==> config.mk <==
export PLATFORM = sky130hd
export DESIGN_NAME = vertex_format_converter
export DESIGN_NICKNAME = d
export VERILOG_FILES = /design/src/vfc_pkg.sv /design/src/vertex_format_converter.sv /design/src/vfc_vertex_ram.sv /design/src/vfc_fmt_decode.sv
export SDC_FILE = /design/constraint.sdc
export NUM_CORES = 1
export LEC_CHECK = 0
export BUFFER_PORTS_ARGS = -buffer_cell sky130_fd_sc_hd__buf_2
export CORE_ASPECT_RATIO = 0.9
export CORE_MARGIN = 1.5
export CORE_UTILIZATION = 34
export DETAILED_ROUTE_END_ITERATION = 8
export SETUP_SLACK_MARGIN = 0.2
export SYNTH_ARGS = -nofsm -noshare
export SYNTH_HDL_FRONTEND = slang
export SYNTH_SLANG_ARGS = --single-unit
==> constraint.sdc <==
create_clock -name clk_i -period 7.4 [get_ports clk_i]
set_input_delay 2.22 -clock clk_i [delete_from_list [all_inputs] [get_ports clk_i]]
set_output_delay 2.22 -clock clk_i [all_outputs]
set_load 0.1 [all_outputs]
==> src/vfc_pkg.sv <==
`timescale 1ns / 1ps
// ----------------------------------------------------------------------------
// vfc_pkg
// Shared constants, types and format helpers of the vertex format converter.
// ----------------------------------------------------------------------------
package vfc_pkg;

  localparam int unsigned MAX_TEX_SETS = 8;
  localparam int unsigned VERTEX_WORDS = 30;
  localparam int unsigned IDX_W        = $clog2(VERTEX_WORDS);
  localparam int unsigned FMT_W        = 12;
  localparam int unsigned WORD_W       = 32;
  localparam int unsigned SIZE_W       = 6;

  typedef enum logic {
    CFG_DEST_FORMAT = 1'b0,
    CFG_SRC_FORMAT  = 1'b1
  } cfg_idx_e;

  typedef enum logic [1:0] {
    KIND_SRC  = 2'b00,
    KIND_ZERO = 2'b01,
    KIND_ONES = 2'b10
  } kind_e;

  typedef struct packed {
    logic              err;
    logic [IDX_W-1:0]  eff_words;
    logic [IDX_W-1:0]  dest_words;
  } fmt_info_t;

  typedef struct packed {
    kind_e             kind;
    logic [IDX_W-1:0]  src_idx;
  } map_entry_t;

  function automatic logic [3:0] pos_words(input logic [2:0] code);
    logic [3:0] w;
    case (code)
      3'd0:    w = 4'd0;
      3'd1:    w = 4'd3;
      3'd2:    w = 4'd4;
      3'd3:    w = 4'd4;
      3'd4:    w = 4'd5;
      3'd5:    w = 4'd6;
      3'd6:    w = 4'd7;
      default: w = 4'd8;
    endcase
    return w;
  endfunction

  function automatic logic [SIZE_W-1:0] fmt_size(input logic [FMT_W-1:0] f);
    logic [SIZE_W-1:0] s;
    s = {2'b00, pos_words(f[3:1])}
      + (f[4] ? SIZE_W'(3) : SIZE_W'(0))
      + SIZE_W'(f[5]) + SIZE_W'(f[6]) + SIZE_W'(f[7])
      + {1'b0, f[11:8], 1'b0};
    return s;
  endfunction

endpackage

==> src/vertex_format_converter.sv <==
`timescale 1ns / 1ps
// ----------------------------------------------------------------------------
// vertex_format_converter
// Buffers source vertex words and emits them reshaped to the destination
// vertex format through a transfer map.
// ----------------------------------------------------------------------------
//  Channel   Direction  Payload
//  s_axis    in         tdata: src_word; tlast: batch_end
//  m_axis    out        tdata: dest_word; tlast: vertex_end;
//                       tuser: batch_done, format_error
//  cfg       in         register 0 dest_format, 1 src_format
//
//  A source word is taken and written to the vertex buffer. A completed
//  vertex then emits its n destination words, each through a buffer read,
//  then the output register; input is held off meanwhile. A format error
//  gives one result. Reset clears the counters and format registers; the
//  buffer needs no clearing. Output stalls hold the output register and
//  pause the buffer reads.
// ----------------------------------------------------------------------------
module vertex_format_converter (
  input  logic                              clk_i,
  input  logic                              rst_ni,
  input  logic                              cfg_we_i,
  input  logic                              cfg_idx_i,
  input  logic [vfc_pkg::FMT_W-1:0]         cfg_wdata_i,
  input  logic                              s_axis_tvalid,
  output logic                              s_axis_tready,
  input  logic [31:0]                       s_axis_tdata,   // [31:0] src_word
  input  logic                              s_axis_tlast,
  output logic                              m_axis_tvalid,
  input  logic                              m_axis_tready,
  output logic [31:0]                       m_axis_tdata,   // [31:0] dest_word
  output logic                              m_axis_tlast,
  output logic [1:0]                        m_axis_tuser    // [0] batch_done, [1] format_error
);

  localparam int unsigned IW = vfc_pkg::IDX_W;

  logic [vfc_pkg::FMT_W-1:0] dest_fmt_q, src_fmt_q;
  logic [IW-1:0]             wc_q, wc_d;
  logic                      busy_q, busy_d;
  logic [IW-1:0]             j_q, j_d, n_q, n_d;
  logic                      err_q, err_d, batch_q, batch_d;
  logic                      pend_q;
  vfc_pkg::kind_e            pend_kind_q;
  logic                      pend_last_q, pend_err_q, pend_batch_q;
  logic                      out_valid_q;
  logic [31:0]               out_data_q;
  logic                      out_last_q;
  logic [1:0]                out_user_q;

  vfc_pkg::fmt_info_t        info;
  vfc_pkg::map_entry_t       entry;
  logic [31:0]               rdata;
  logic                      in_xfer, done, issue, last_word;

  vfc_fmt_decode u_decode (
    .dest_fmt_i (dest_fmt_q),
    .src_fmt_i  (src_fmt_q),
    .dest_idx_i (j_q),
    .info_o     (info),
    .entry_o    (entry)
  );

  assign s_axis_tready = !busy_q && !pend_q;
  assign in_xfer       = s_axis_tvalid && s_axis_tready;
  assign done          = ({1'b0, wc_q} + 6'd1) >= {1'b0, info.eff_words};
  assign issue         = busy_q && !pend_q && (!out_valid_q || m_axis_tready);
  assign last_word     = (j_q == n_q - IW'(1));

  vfc_vertex_ram u_ram (
    .clk_i   (clk_i),
    .we_i    (in_xfer && ({27'd0, wc_q} < vfc_pkg::VERTEX_WORDS)),
    .waddr_i (wc_q),
    .wdata_i (s_axis_tdata),
    .re_i    (issue && !err_q && entry.kind == vfc_pkg::KIND_SRC),
    .raddr_i (entry.src_idx),
    .rdata_o (rdata)
  );

  always_ff @(posedge clk_i or negedge rst_ni) begin
    if (!rst_ni) begin
      dest_fmt_q <= '0;
      src_fmt_q  <= '0;
    end else if (cfg_we_i) begin
      unique case (vfc_pkg::cfg_idx_e'(cfg_idx_i))
        vfc_pkg::CFG_DEST_FORMAT: dest_fmt_q <= cfg_wdata_i;
        vfc_pkg::CFG_SRC_FORMAT:  src_fmt_q  <= cfg_wdata_i;
        default: ;
      endcase
    end
  end

  always_comb begin
    wc_d    = wc_q;
    busy_d  = busy_q;
    j_d     = j_q;
    n_d     = n_q;
    err_d   = err_q;
    batch_d = batch_q;
    if (in_xfer) begin
      if (done) begin
        wc_d    = '0;
        j_d     = '0;
        err_d   = info.err;
        batch_d = s_axis_tlast;
        n_d     = info.err ? IW'(1) : info.dest_words;
        busy_d  = info.err || (info.dest_words != '0);
      end else begin
        wc_d = wc_q + IW'(1);
      end
      if (s_axis_tlast) wc_d = '0;
    end else if (issue) begin
      j_d = j_q + IW'(1);
      if (last_word) busy_d = 1'b0;
    end
  end

  always_ff @(posedge clk_i or negedge rst_ni) begin
    if (!rst_ni) begin
      wc_q    <= '0;
      busy_q  <= 1'b0;
      j_q     <= '0;
      n_q     <= '0;
      err_q   <= 1'b0;
      batch_q <= 1'b0;
    end else begin
      wc_q    <= wc_d;
      busy_q  <= busy_d;
      j_q     <= j_d;
      n_q     <= n_d;
      err_q   <= err_d;
      batch_q <= batch_d;
    end
  end

  always_ff @(posedge clk_i or negedge rst_ni) begin
    if (!rst_ni) begin
      pend_q      <= 1'b0;
      out_valid_q <= 1'b0;
    end else begin
      pend_q <= issue;
      if (pend_q) begin
        out_valid_q <= 1'b1;
      end else if (m_axis_tready) begin
        out_valid_q <= 1'b0;
      end
    end
  end

  always_ff @(posedge clk_i) begin
    if (issue) begin
      pend_kind_q  <= err_q ? vfc_pkg::KIND_ZERO : entry.kind;
      pend_last_q  <= last_word;
      pend_err_q   <= err_q;
      pend_batch_q <= batch_q && last_word;
    end
    if (pend_q) begin
      case (pend_kind_q)
        vfc_pkg::KIND_ZERO: out_data_q <= '0;
        vfc_pkg::KIND_ONES: out_data_q <= '1;
        default:            out_data_q <= rdata;
      endcase
      out_last_q <= pend_last_q;
      out_user_q <= {pend_err_q, pend_batch_q};
    end
  end

  assign m_axis_tvalid = out_valid_q;
  assign m_axis_tdata  = out_data_q;
  assign m_axis_tlast  = out_last_q;
  assign m_axis_tuser  = out_user_q;

endmodule

==> src/vfc_vertex_ram.sv <==
`timescale 1ns / 1ps
// ----------------------------------------------------------------------------
// vfc_vertex_ram
// Source vertex buffer: one write port, one read port, registered read data.
// ----------------------------------------------------------------------------
module vfc_vertex_ram (
  input  logic                              clk_i,
  input  logic                              we_i,
  input  logic [vfc_pkg::IDX_W-1:0]         waddr_i,
  input  logic [vfc_pkg::WORD_W-1:0]        wdata_i,
  input  logic                              re_i,
  input  logic [vfc_pkg::IDX_W-1:0]         raddr_i,
  output logic [vfc_pkg::WORD_W-1:0]        rdata_o
);

  logic [vfc_pkg::WORD_W-1:0] mem_q [vfc_pkg::VERTEX_WORDS];
  logic [vfc_pkg::WORD_W-1:0] rdata_q;

  always_ff @(posedge clk_i) begin
    if (we_i) begin
      mem_q[waddr_i] <= wdata_i;
    end
  end

  always_ff @(posedge clk_i) begin
    if (re_i) begin
      rdata_q <= mem_q[raddr_i];
    end
  end

  assign rdata_o = rdata_q;

endmodule

==> src/vfc_fmt_decode.sv <==
`timescale 1ns / 1ps
// ----------------------------------------------------------------------------
// vfc_fmt_decode
// Format pair check, vertex sizes and transfer map entry for one dest word.
// ----------------------------------------------------------------------------
module vfc_fmt_decode (
  input  logic [vfc_pkg::FMT_W-1:0]  dest_fmt_i,
  input  logic [vfc_pkg::FMT_W-1:0]  src_fmt_i,
  input  logic [vfc_pkg::IDX_W-1:0]  dest_idx_i,
  output vfc_pkg::fmt_info_t         info_o,
  output vfc_pkg::map_entry_t        entry_o
);

  localparam int unsigned SW = vfc_pkg::SIZE_W;

  logic [SW-1:0] dsize, ssize, j;
  logic [SW-1:0] b_nrm, b_dif, b_spc, b_tex;
  logic [SW-1:0] o_res, o_nrm, o_dif, o_spc, o_tex;
  logic [SW-1:0] src_sel;

  assign dsize = vfc_pkg::fmt_size(dest_fmt_i);
  assign ssize = vfc_pkg::fmt_size(src_fmt_i);
  assign j     = {1'b0, dest_idx_i};

  always_comb begin
    info_o.err = (dest_fmt_i[3:1] != src_fmt_i[3:1])
              || (dest_fmt_i[4] && !src_fmt_i[4])
              || (dest_fmt_i[11:8] > src_fmt_i[11:8])
              || ({28'd0, dest_fmt_i[11:8]} > vfc_pkg::MAX_TEX_SETS)
              || ({28'd0, src_fmt_i[11:8]} > vfc_pkg::MAX_TEX_SETS)
              || ({26'd0, dsize} > vfc_pkg::VERTEX_WORDS)
              || ({26'd0, ssize} > vfc_pkg::VERTEX_WORDS)
              || (ssize == '0);
    if ({26'd0, ssize} > vfc_pkg::VERTEX_WORDS) begin
      info_o.eff_words = vfc_pkg::IDX_W'(vfc_pkg::VERTEX_WORDS);
    end else if (ssize == '0) begin
      info_o.eff_words = vfc_pkg::IDX_W'(1);
    end else begin
      info_o.eff_words = ssize[vfc_pkg::IDX_W-1:0];
    end
    info_o.dest_words = dsize[vfc_pkg::IDX_W-1:0];
  end

  always_comb begin
    b_nrm = {2'b00, vfc_pkg::pos_words(dest_fmt_i[3:1])} + SW'(dest_fmt_i[5]);
    b_dif = b_nrm + (dest_fmt_i[4] ? SW'(3) : SW'(0));
    b_spc = b_dif + SW'(dest_fmt_i[6]);
    b_tex = b_spc + SW'(dest_fmt_i[7]);

    o_res = {2'b00, vfc_pkg::pos_words(src_fmt_i[3:1])};
    o_nrm = o_res + SW'(src_fmt_i[5]);
    o_dif = o_nrm + (src_fmt_i[4] ? SW'(3) : SW'(0));
    o_spc = o_dif + SW'(src_fmt_i[6]);
    o_tex = o_spc + SW'(src_fmt_i[7]);

    entry_o.kind = vfc_pkg::KIND_SRC;
    src_sel      = j;
    if (j < o_res && j < {2'b00, vfc_pkg::pos_words(dest_fmt_i[3:1])}) begin
      src_sel = j;
    end else if (j < b_nrm) begin
      src_sel = o_res;
      if (!src_fmt_i[5]) entry_o.kind = vfc_pkg::KIND_ZERO;
    end else if (j < b_dif) begin
      src_sel = o_nrm + (j - b_nrm);
    end else if (j < b_spc) begin
      src_sel = o_dif;
      if (!src_fmt_i[6]) entry_o.kind = vfc_pkg::KIND_ONES;
    end else if (j < b_tex) begin
      src_sel = o_spc;
      if (!src_fmt_i[7]) entry_o.kind = vfc_pkg::KIND_ONES;
    end else begin
      src_sel = o_tex + (j - b_tex);
    end
    entry_o.src_idx = src_sel[vfc_pkg::IDX_W-1:0];
  end

endmodule

Word-level counts from Yosys, hierarchy flattened

Memories as Yosys holds them, arrays and structs flattened. A register that Yosys moved wholly into a read port is not among the register bits.
Index checks and enable logic that the tools add are counted.

Bits in registers: 84
Bits in writable memories: 960
Bits of input ports: 51
Output and inout bits: 37
Logic and storage cells: 148
Memories kept: 1

Memory list:

| name        | depth | bits a word | read ports | clocked after Yosys merged registers in | wr ports | RTL line             | source |
|---|---|---|---|---|---|---|---|
| u_ram.mem_q | 30    | 32          | 1          | 1                                       | 1        | vfc_vertex_ram.sv:16 | `logic [vfc_pkg::WORD_W-1:0] mem_q [vfc_pkg::VERTEX_WORDS];` |

Add/sub/neg operators: 26
Magnitude comparators: 13
Eq/ne operators: 17
Mux-type cells: 34
Bitwise operators: 1
Reduce and logical (&&, ||, !) cells: 39

Operator list:

| operator                                                                        | number |
|---|---|
| 5-bit two-way mux                                                               | 13 |
| 32-bit one-hot mux with 2 select lines                                          | 1 |
| 6-bit by 1-bit adder with 6-bit output                                          | 8 |
| 4-bit one-hot mux with 6 select lines                                           | 2 |
| 5-bit by 6-bit less-than comparator with 1-bit output                           | 4 |
| 3-bit == test, second input constant                                            | 6 |
| 2-bit two-way mux                                                               | 9 |
| 5-bit adder                                                                     | 3 |
| 6-bit by 5-bit adder with 6-bit output                                          | 2 |
| 3-bit by 2-bit == test with 1-bit output, second input constant                 | 4 |
| 6-bit by 5-bit greater-than comparator with 1-bit output, second input constant | 2 |
| 4-bit by 1-bit adder with 5-bit output                                          | 2 |
| 4-bit by 2-bit adder with 5-bit output                                          | 2 |
| 5-bit by 1-bit adder with 5-bit output                                          | 2 |
| 5-bit by 1-bit adder with 5-bit output, second input constant                   | 2 |
| 1-bit logical AND                                                               | 10 |
| 5-bit by 4-bit less-than comparator with 1-bit output                           | 2 |
| 5-bit subtractor                                                                | 2 |
| 1-bit logical OR                                                                | 9 |
| 1-bit two-way mux                                                               | 9 |
| 4-bit greater-than comparator, second input constant                            | 2 |
| 2-bit AND reduction                                                             | 4 |
| 5-bit by 1-bit adder with 6-bit output, second input constant                   | 1 |
| 6-bit adder                                                                     | 1 |
| other kinds (19)                                                                | 28 |

Longest topological paths before layout

Word-level depth: 15
Mapped depth: 29
Gate-level depth less buffers: 28

Hierarchy

From an unflattened synthesis, not the netlist that was laid out.

Cell total of the unflattened synthesis: 2495
Area, all modules: 44458.9 um^2

Modules (own cells, without submodules):

| module                  | times used | cells each | area an instance (um^2) | sequential area each (um^2) |
|---|---|---|---|---|
| vfc_vertex_ram          | 1          | 1837       | 37880.1                 | 29788.6 |
| vertex_format_converter | 1          | 289        | 3611.0                  | 2302.2 |
| vfc_fmt_decode          | 1          | 369        | 2967.8                  | 0.0 |

Least setup slack after synthesis

Ideal clock, no wire load.

Path kind: register to register
From: register dest_fmt_q[3] in the netlist's numbering
To: register u_ram.rdata_q, in the netlist u_ram.rdata_o[0] (read register of u_ram.mem_q), enable pin
Library setup time: 0.468 ns
Arrival time: 6.214 ns
Required time: 6.932 ns
Slack: 0.718 ns
Stages on the path, launching flop included: 21
Buffers on the path: 1
Period minus slack after synthesis: 6.682 ns
Path through: dfrtp_1 > buf_4 > nor2_1 > mux2_2 > ha_1 > ha_1 > inv_1 > fa_1 > xnor2_4 > xor2_1 > and3_1 > xnor2_1 > inv_1 > ha_1 > o21ai_0 > a21oi_1 > o22ai_1 > nand3_1 > o21ai_0 > nand3_1 > nor3b_1

Cells in the longest elaborated chain, start to end: 15
Elaborated cells on any way between the ends: 35
Classes of those cells: 8 x add/sub; 5 x order compare; 6 x eq/ne; 11 x mux; 5 x reduce/logical

RTL lines:

| item                                                  | RTL line                      | source |
|---|---|---|
| start, declared                                       | vertex_format_converter.sv:39 | `logic [vfc_pkg::FMT_W-1:0] dest_fmt_q, src_fmt_q;` |
| start signal, assigned                                | vertex_format_converter.sv:87 | `vfc_pkg::CFG_DEST_FORMAT: dest_fmt_q <= cfg_wdata_i;` |
| 3-bit by 2-bit == test with 1-bit output              | vfc_pkg.sv:39                 | `case (code)` |
| 2-bit OR reduction (no source line)                   | -                             |  |
| 4-bit one-hot mux with 6 select lines *               | vfc_pkg.sv:39                 |  |
| 4-bit by 1-bit adder with 5-bit output                | vfc_fmt_decode.sv:45          | `b_nrm = {2'b00, vfc_pkg::pos_words(dest_fmt_i[3:1])} + SW'(dest_fmt_i[5]);` |
| 6-bit adder                                           | vfc_fmt_decode.sv:46          | `b_dif = b_nrm + (dest_fmt_i[4] ? SW'(3) : SW'(0));` |
| 6-bit by 1-bit adder with 6-bit output                | vfc_fmt_decode.sv:47          | `b_spc = b_dif + SW'(dest_fmt_i[6]);` |
| 6-bit by 1-bit adder with 6-bit output                | vfc_fmt_decode.sv:48          | `b_tex = b_spc + SW'(dest_fmt_i[7]);` |
| 5-bit by 6-bit less-than comparator with 1-bit output | vfc_fmt_decode.sv:68          | `end else if (j < b_tex) begin` |
| 2-bit two-way mux                                     | vfc_fmt_decode.sv:68          |  |
| 2-bit two-way mux                                     | vfc_fmt_decode.sv:65          | `end else if (j < b_spc) begin` |
| 2-bit two-way mux                                     | vfc_fmt_decode.sv:63          | `end else if (j < b_dif) begin` |
| 2-bit two-way mux                                     | vfc_fmt_decode.sv:60          | `end else if (j < b_nrm) begin` |
| 2-bit two-way mux *                                   | vfc_fmt_decode.sv:58          | `if (j < o_res && j < {2'b00, vfc_pkg::pos_words(dest_fmt_i[3:1])}) begin` |
| 2-bit logical NOT *                                   | vertex_format_converter.sv:76 | `.re_i (issue && !err_q && entry.kind == vfc_pkg::KIND_SRC),` |
| 1-bit logical AND *                                   | vertex_format_converter.sv:76 |  |
| named net u_ram.re_i                                  | vfc_vertex_ram.sv:11          | `input logic re_i,` |
| end, declared                                         | vfc_vertex_ram.sv:17          | `logic [vfc_pkg::WORD_W-1:0] rdata_q;` |

The timed path passes the listed nets; every way through them passes the cells marked *.
A chain may end at the register's enable or synchronous reset.

Final worst setup path

From: register dest_fmt_q[1] in the netlist's numbering
To: register u_ram.rdata_q, in the netlist u_ram.rdata_o[18] (read register of u_ram.mem_q), data pin

Cells in the longest elaborated chain, start to end: 15
Elaborated cells on any way between the ends: 35
Classes of those cells: 8 x add/sub; 5 x order compare; 6 x eq/ne; 11 x mux; 5 x reduce/logical

RTL lines:

| item                                                                 | RTL line |
|---|---|
| 3-bit by 2-bit == test with 1-bit output                             | vfc_pkg.sv:39 |
| 2-bit OR reduction (no source line)                                  | - |
| 4-bit one-hot mux with 6 select lines *                              | vfc_pkg.sv:39 |
| parallel branches: the longest is 12 deep, another holds 6-bit adder | - |

Every way passes the cells marked *.

==> results.yml <==
grt:
  grt_pass1_vias: 25990
  grt_pass1_wl_um: 172500
  overflow: 0
  gr-usage-all-layers_pct: 17.08
  grt_max_degree: 95
  antenna_found_initial: 5
critical_path:
  cp-startpoint: "dest_fmt_q[1]$_DFFE_PN0P_"
  cp.arrival_ns: 7.17
  cp-end-kind: "register"
  r2r_start: "dest_fmt_q[1]$_DFFE_PN0P_"
  critPathMaxFanout: 93
  cpPeakStageDelay_ns: 0.51
  crit_slowest_cell: "fa_1"
  r2r_cells: 23
  cpMostUsedCell: "ha_1"
  crit_family: "compound AO/OA/AOI/OAI gates"
  timing.rr.end: "u_ram.rdata_o[18]$_DFFE_PP_"
  cp_num_buf_inv: 3
  ff2ff_setup_slack_ns: 0.67
  required_ns: 7.83
  path_cells: "mux2_2 > ha_1 > ha_1 > inv_1 > fa_1 > xnor2_4 > xor2_1 > and3_1 > xnor2_1 > inv_1 > ha_1 > o21ai_0 > a21oi_1 > o22a_1 > nand2_1 > o211ai_1 > a311o_4 > and2_4 > buf_12 > mux2i_1 > o22ai_1 > o32ai_1 > nor3_1"
  worst-setup-path-type: "register to register"
  start_kind: "register"
sta:
  rsz0062_at_grt: "no"
  timing.slew.headroom_pct: 19.94
  clock.fmax_ghz: 0.1485
  finalSetupViolations: 0
  post-route-period-util_pct: 90.97
  period_needed_ns: 6.732
  finalSetupTns_ns: 0
  worst_slew_pin_slew_ns: 1.198
  drv_slew: 0
  finalHoldViolCount: 0
  finClkSkew_ns: 0.03163
cts:
  tritoncts: "done"
  cts-htree-levels: 3
  clk_pin_slew_ns: 0.06
  clk-insertion-delay-late_ns: 0.71
  clock_sinks: 1074
  cts_setup_buffers: 0
  cts_root_buf: "clkbuf_16"
  cts-buffers-inserted: 100
  cts_buffer_depth: 3
yosys:
  synth_seq_cells: 1074
  yosysTopAreaCell: "edfxtp_1"
  synthTopCellsByArea: "edfxtp_1, nand2_1, dfrtp_1"
  yosysSeqAreaShare_pct: 71.11
  netlist_area_um2: 45060
  synth_top_area_share_pct: 68.78
  ys_async_sr_fraction_pct: 3.911
  synth.distinct_cells: 86
  synthCells: 3183
  synthFlopType: "edfxtp_1"
  yosysWarnings: 0
  synth_edf_count: 1032
  synth.most_common_cell: "edfxtp_1"
  syn_area_per_cell_um2: 14.16
  synth_commonest_cells: "edfxtp_1, nand2_1, a21oi_1"
placed_design:
  gp_congestion: 0.7999
  hpwlAfterDp_um: 68040
  port_buffers: 86
worst_hold_path:
  hold_end: "m_axis_tuser[1]$_DFFE_PP_"
  hold_path.startpoint: "pend_err_q$_DFFE_PP_"
  hold_path_depth: 0
  hold_class: "register to register"
floorplan:
  dieArea_um2: 134700
  num_rows: 126
  io_pins: 88
  core_um2: 131300
  initial_core_util_pct: 34.31
  die_y_um: 348.4
  die_w_um: 386.7
detailed_routing:
  postRouteWirelength_um: 117000
  drtPass1Iterations: 5
  via_per_inst: 5.374
  vias: 27410
  drtIter0Drc: 2657
  drc_errors: 0
  routedWlPerCell_um: 22.95
  ant_nets: 0
cells_and_area:
  area_delta_synth_final_pct: 13.54
  fin_nets: 3440
  drive_gt1_share_pct: 13.47
run:
  cap_violations: 0
outcome:
  outcome: "completed"
==> metal layers <==
metal / track usage, % / routed length [um] / share of wire (%)
met4: 3.824 / 1981 / 1.7
met2: 25.59 / 51240 / 44
met1: 25.54 / 54510 / 47
met3: 3.258 / 9268 / 7.9
met5: 0 / 30 / 0.026
==> repair_timing <==
item / 4_1_cts / 5_1_grt
setup endpoints to repair: 0 / 18
gates resized for setup: 0 / 6
hold buffers: 0 / 0
==> worst reg2reg max path, cell delays in order, from the launching register on <==
cell and delay [ns]:
dfrtp_1 0.50, mux2_2 0.41, ha_1 0.21, ha_1 0.36, inv_1 0.10, fa_1 0.51, xnor2_4 0.33, xor2_1 0.33
and3_1 0.23, xnor2_1 0.18, inv_1 0.08, ha_1 0.27, o21ai_0 0.07, a21oi_1 0.24, o22a_1 0.29, nand2_1 0.08
o211ai_1 0.13, a311o_4 0.44, and2_4 0.31, buf_12 0.42, mux2i_1 0.35, o22ai_1 0.11, o32ai_1 0.44, nor3_1 0.09
==> cells in the final DEF (no fill, tap or decap), types with 23 or more instances in the layout <==
| cell type | Yosys | layout |
|---|---|---|
| clkbuf_16 | 0 | 100 |
| nand2_1 | 611 | 611 |
| inv_1 | 69 | 69 |
| a211oi_1 | 77 | 77 |
| nand3_1 | 75 | 74 |
| nor2_4 | 0 | 25 |
| a21oi_1 | 151 | 151 |
| buf_2 | 94 | 86 |
| o21bai_1 | 28 | 28 |
| nand4_1 | 27 | 27 |
| dfrtp_1 | 42 | 39 |
| a22oi_1 | 24 | 24 |
| o22ai_1 | 66 | 65 |
| ha_1 | 83 | 83 |
| buf_4 | 22 | 86 |
| and3_1 | 82 | 80 |
| a31oi_1 | 37 | 37 |
| nor3_1 | 47 | 42 |
| a32oi_1 | 82 | 82 |
| edfxtp_1 | 1032 | 1032 |
| nor2_1 | 50 | 25 |
| o32ai_1 | 27 | 26 |
| o21ai_0 | 38 | 38 |
| clkinv_1 | 0 | 30 |
| mux2i_1 | 83 | 83 |
| xnor2_1 | 29 | 29 |
| mux2_2 | 23 | 23 |
==> registers in the layout, indices dropped and copies added, names as in the netlist <==
name,count
batch_q,1
busy_q,1
dest_fmt_q,11
err_q,1
j_q,5
m_axis_tdata,32
m_axis_tlast,1
m_axis_tuser,2
m_axis_tvalid,1
n_q,5
pend_batch_q,1
pend_err_q,1
pend_kind_q,2
pend_last_q,1
pend_q,1
src_fmt_q,11
u_ram.mem_q,960
u_ram.rdata_o,32
wc_q,5
==> final cells by class <==
cell class,instances,area [um2]
Tap cell,1728,2162
Sequential cell,1074,32040
Clock buffer,116,2572
Timing Repair Buffer,192,1476
Antenna cell,1,2.502
Inverter,70,262.8
Clock inverter,68,583.1
Fill cell,12170,80160
Multi-Input combinational cell,1851,12060
==> worst max path at each step <==
stage / end / slack (ns) / cells after the start
6_report: u_ram.rdata_o[18]$_DFFE_PP_ / 0.67 / 23
4_1_cts: u_ram.rdata_o[17]$_DFFE_PP_ / 0.46 / 24
5_1_grt: u_ram.rdata_o[15]$_DFFE_PP_ / 0.23 / 24
3_3_place_gp: u_ram.rdata_o[17]$_DFFE_PP_ / 0.52 / 24
2_1_floorplan: u_ram.rdata_o[0]$_DFFE_PP_ / 0.72 / 20
3_5_place_dp: u_ram.rdata_o[17]$_DFFE_PP_ / 0.51 / 24
==> cells by family after synthesis <==
| group | count (synthesis) | share of synthesized area (%) |
|---|---|---|
| xor+xnor | 40 | 0.8192 |
| flops | 1074 | 71.11 |
| buf+inv | 260 | 2.794 |
| fa+ha+maj | 103 | 3.127 |
| mux | 107 | 2.449 |
| other cells | 2 | 0.01667 |
| compound gates | 639 | 10.17 |
| simple gates | 958 | 9.514 |
==> stage by stage <==
stage               cell area (um2)  setup WS, ns  util [%]  hold slack (ns)  std cells
finish                        51160        0.6679     38.96           0.4211       5100
global route                  51160        0.2324     38.95           0.4293       5099
CTS                           51130        0.4602     38.93           0.4231       5099
detailed placement            47970        0.5121     36.53           0.4074       4915
global placement              47970        0.5156     36.53           0.4069       4915
floorplan                     45060        0.7181         -           0.4003       3185
Power is not shown: default switching activity piles up to over one toggle a cycle in this logic, so the estimate is an artifact.
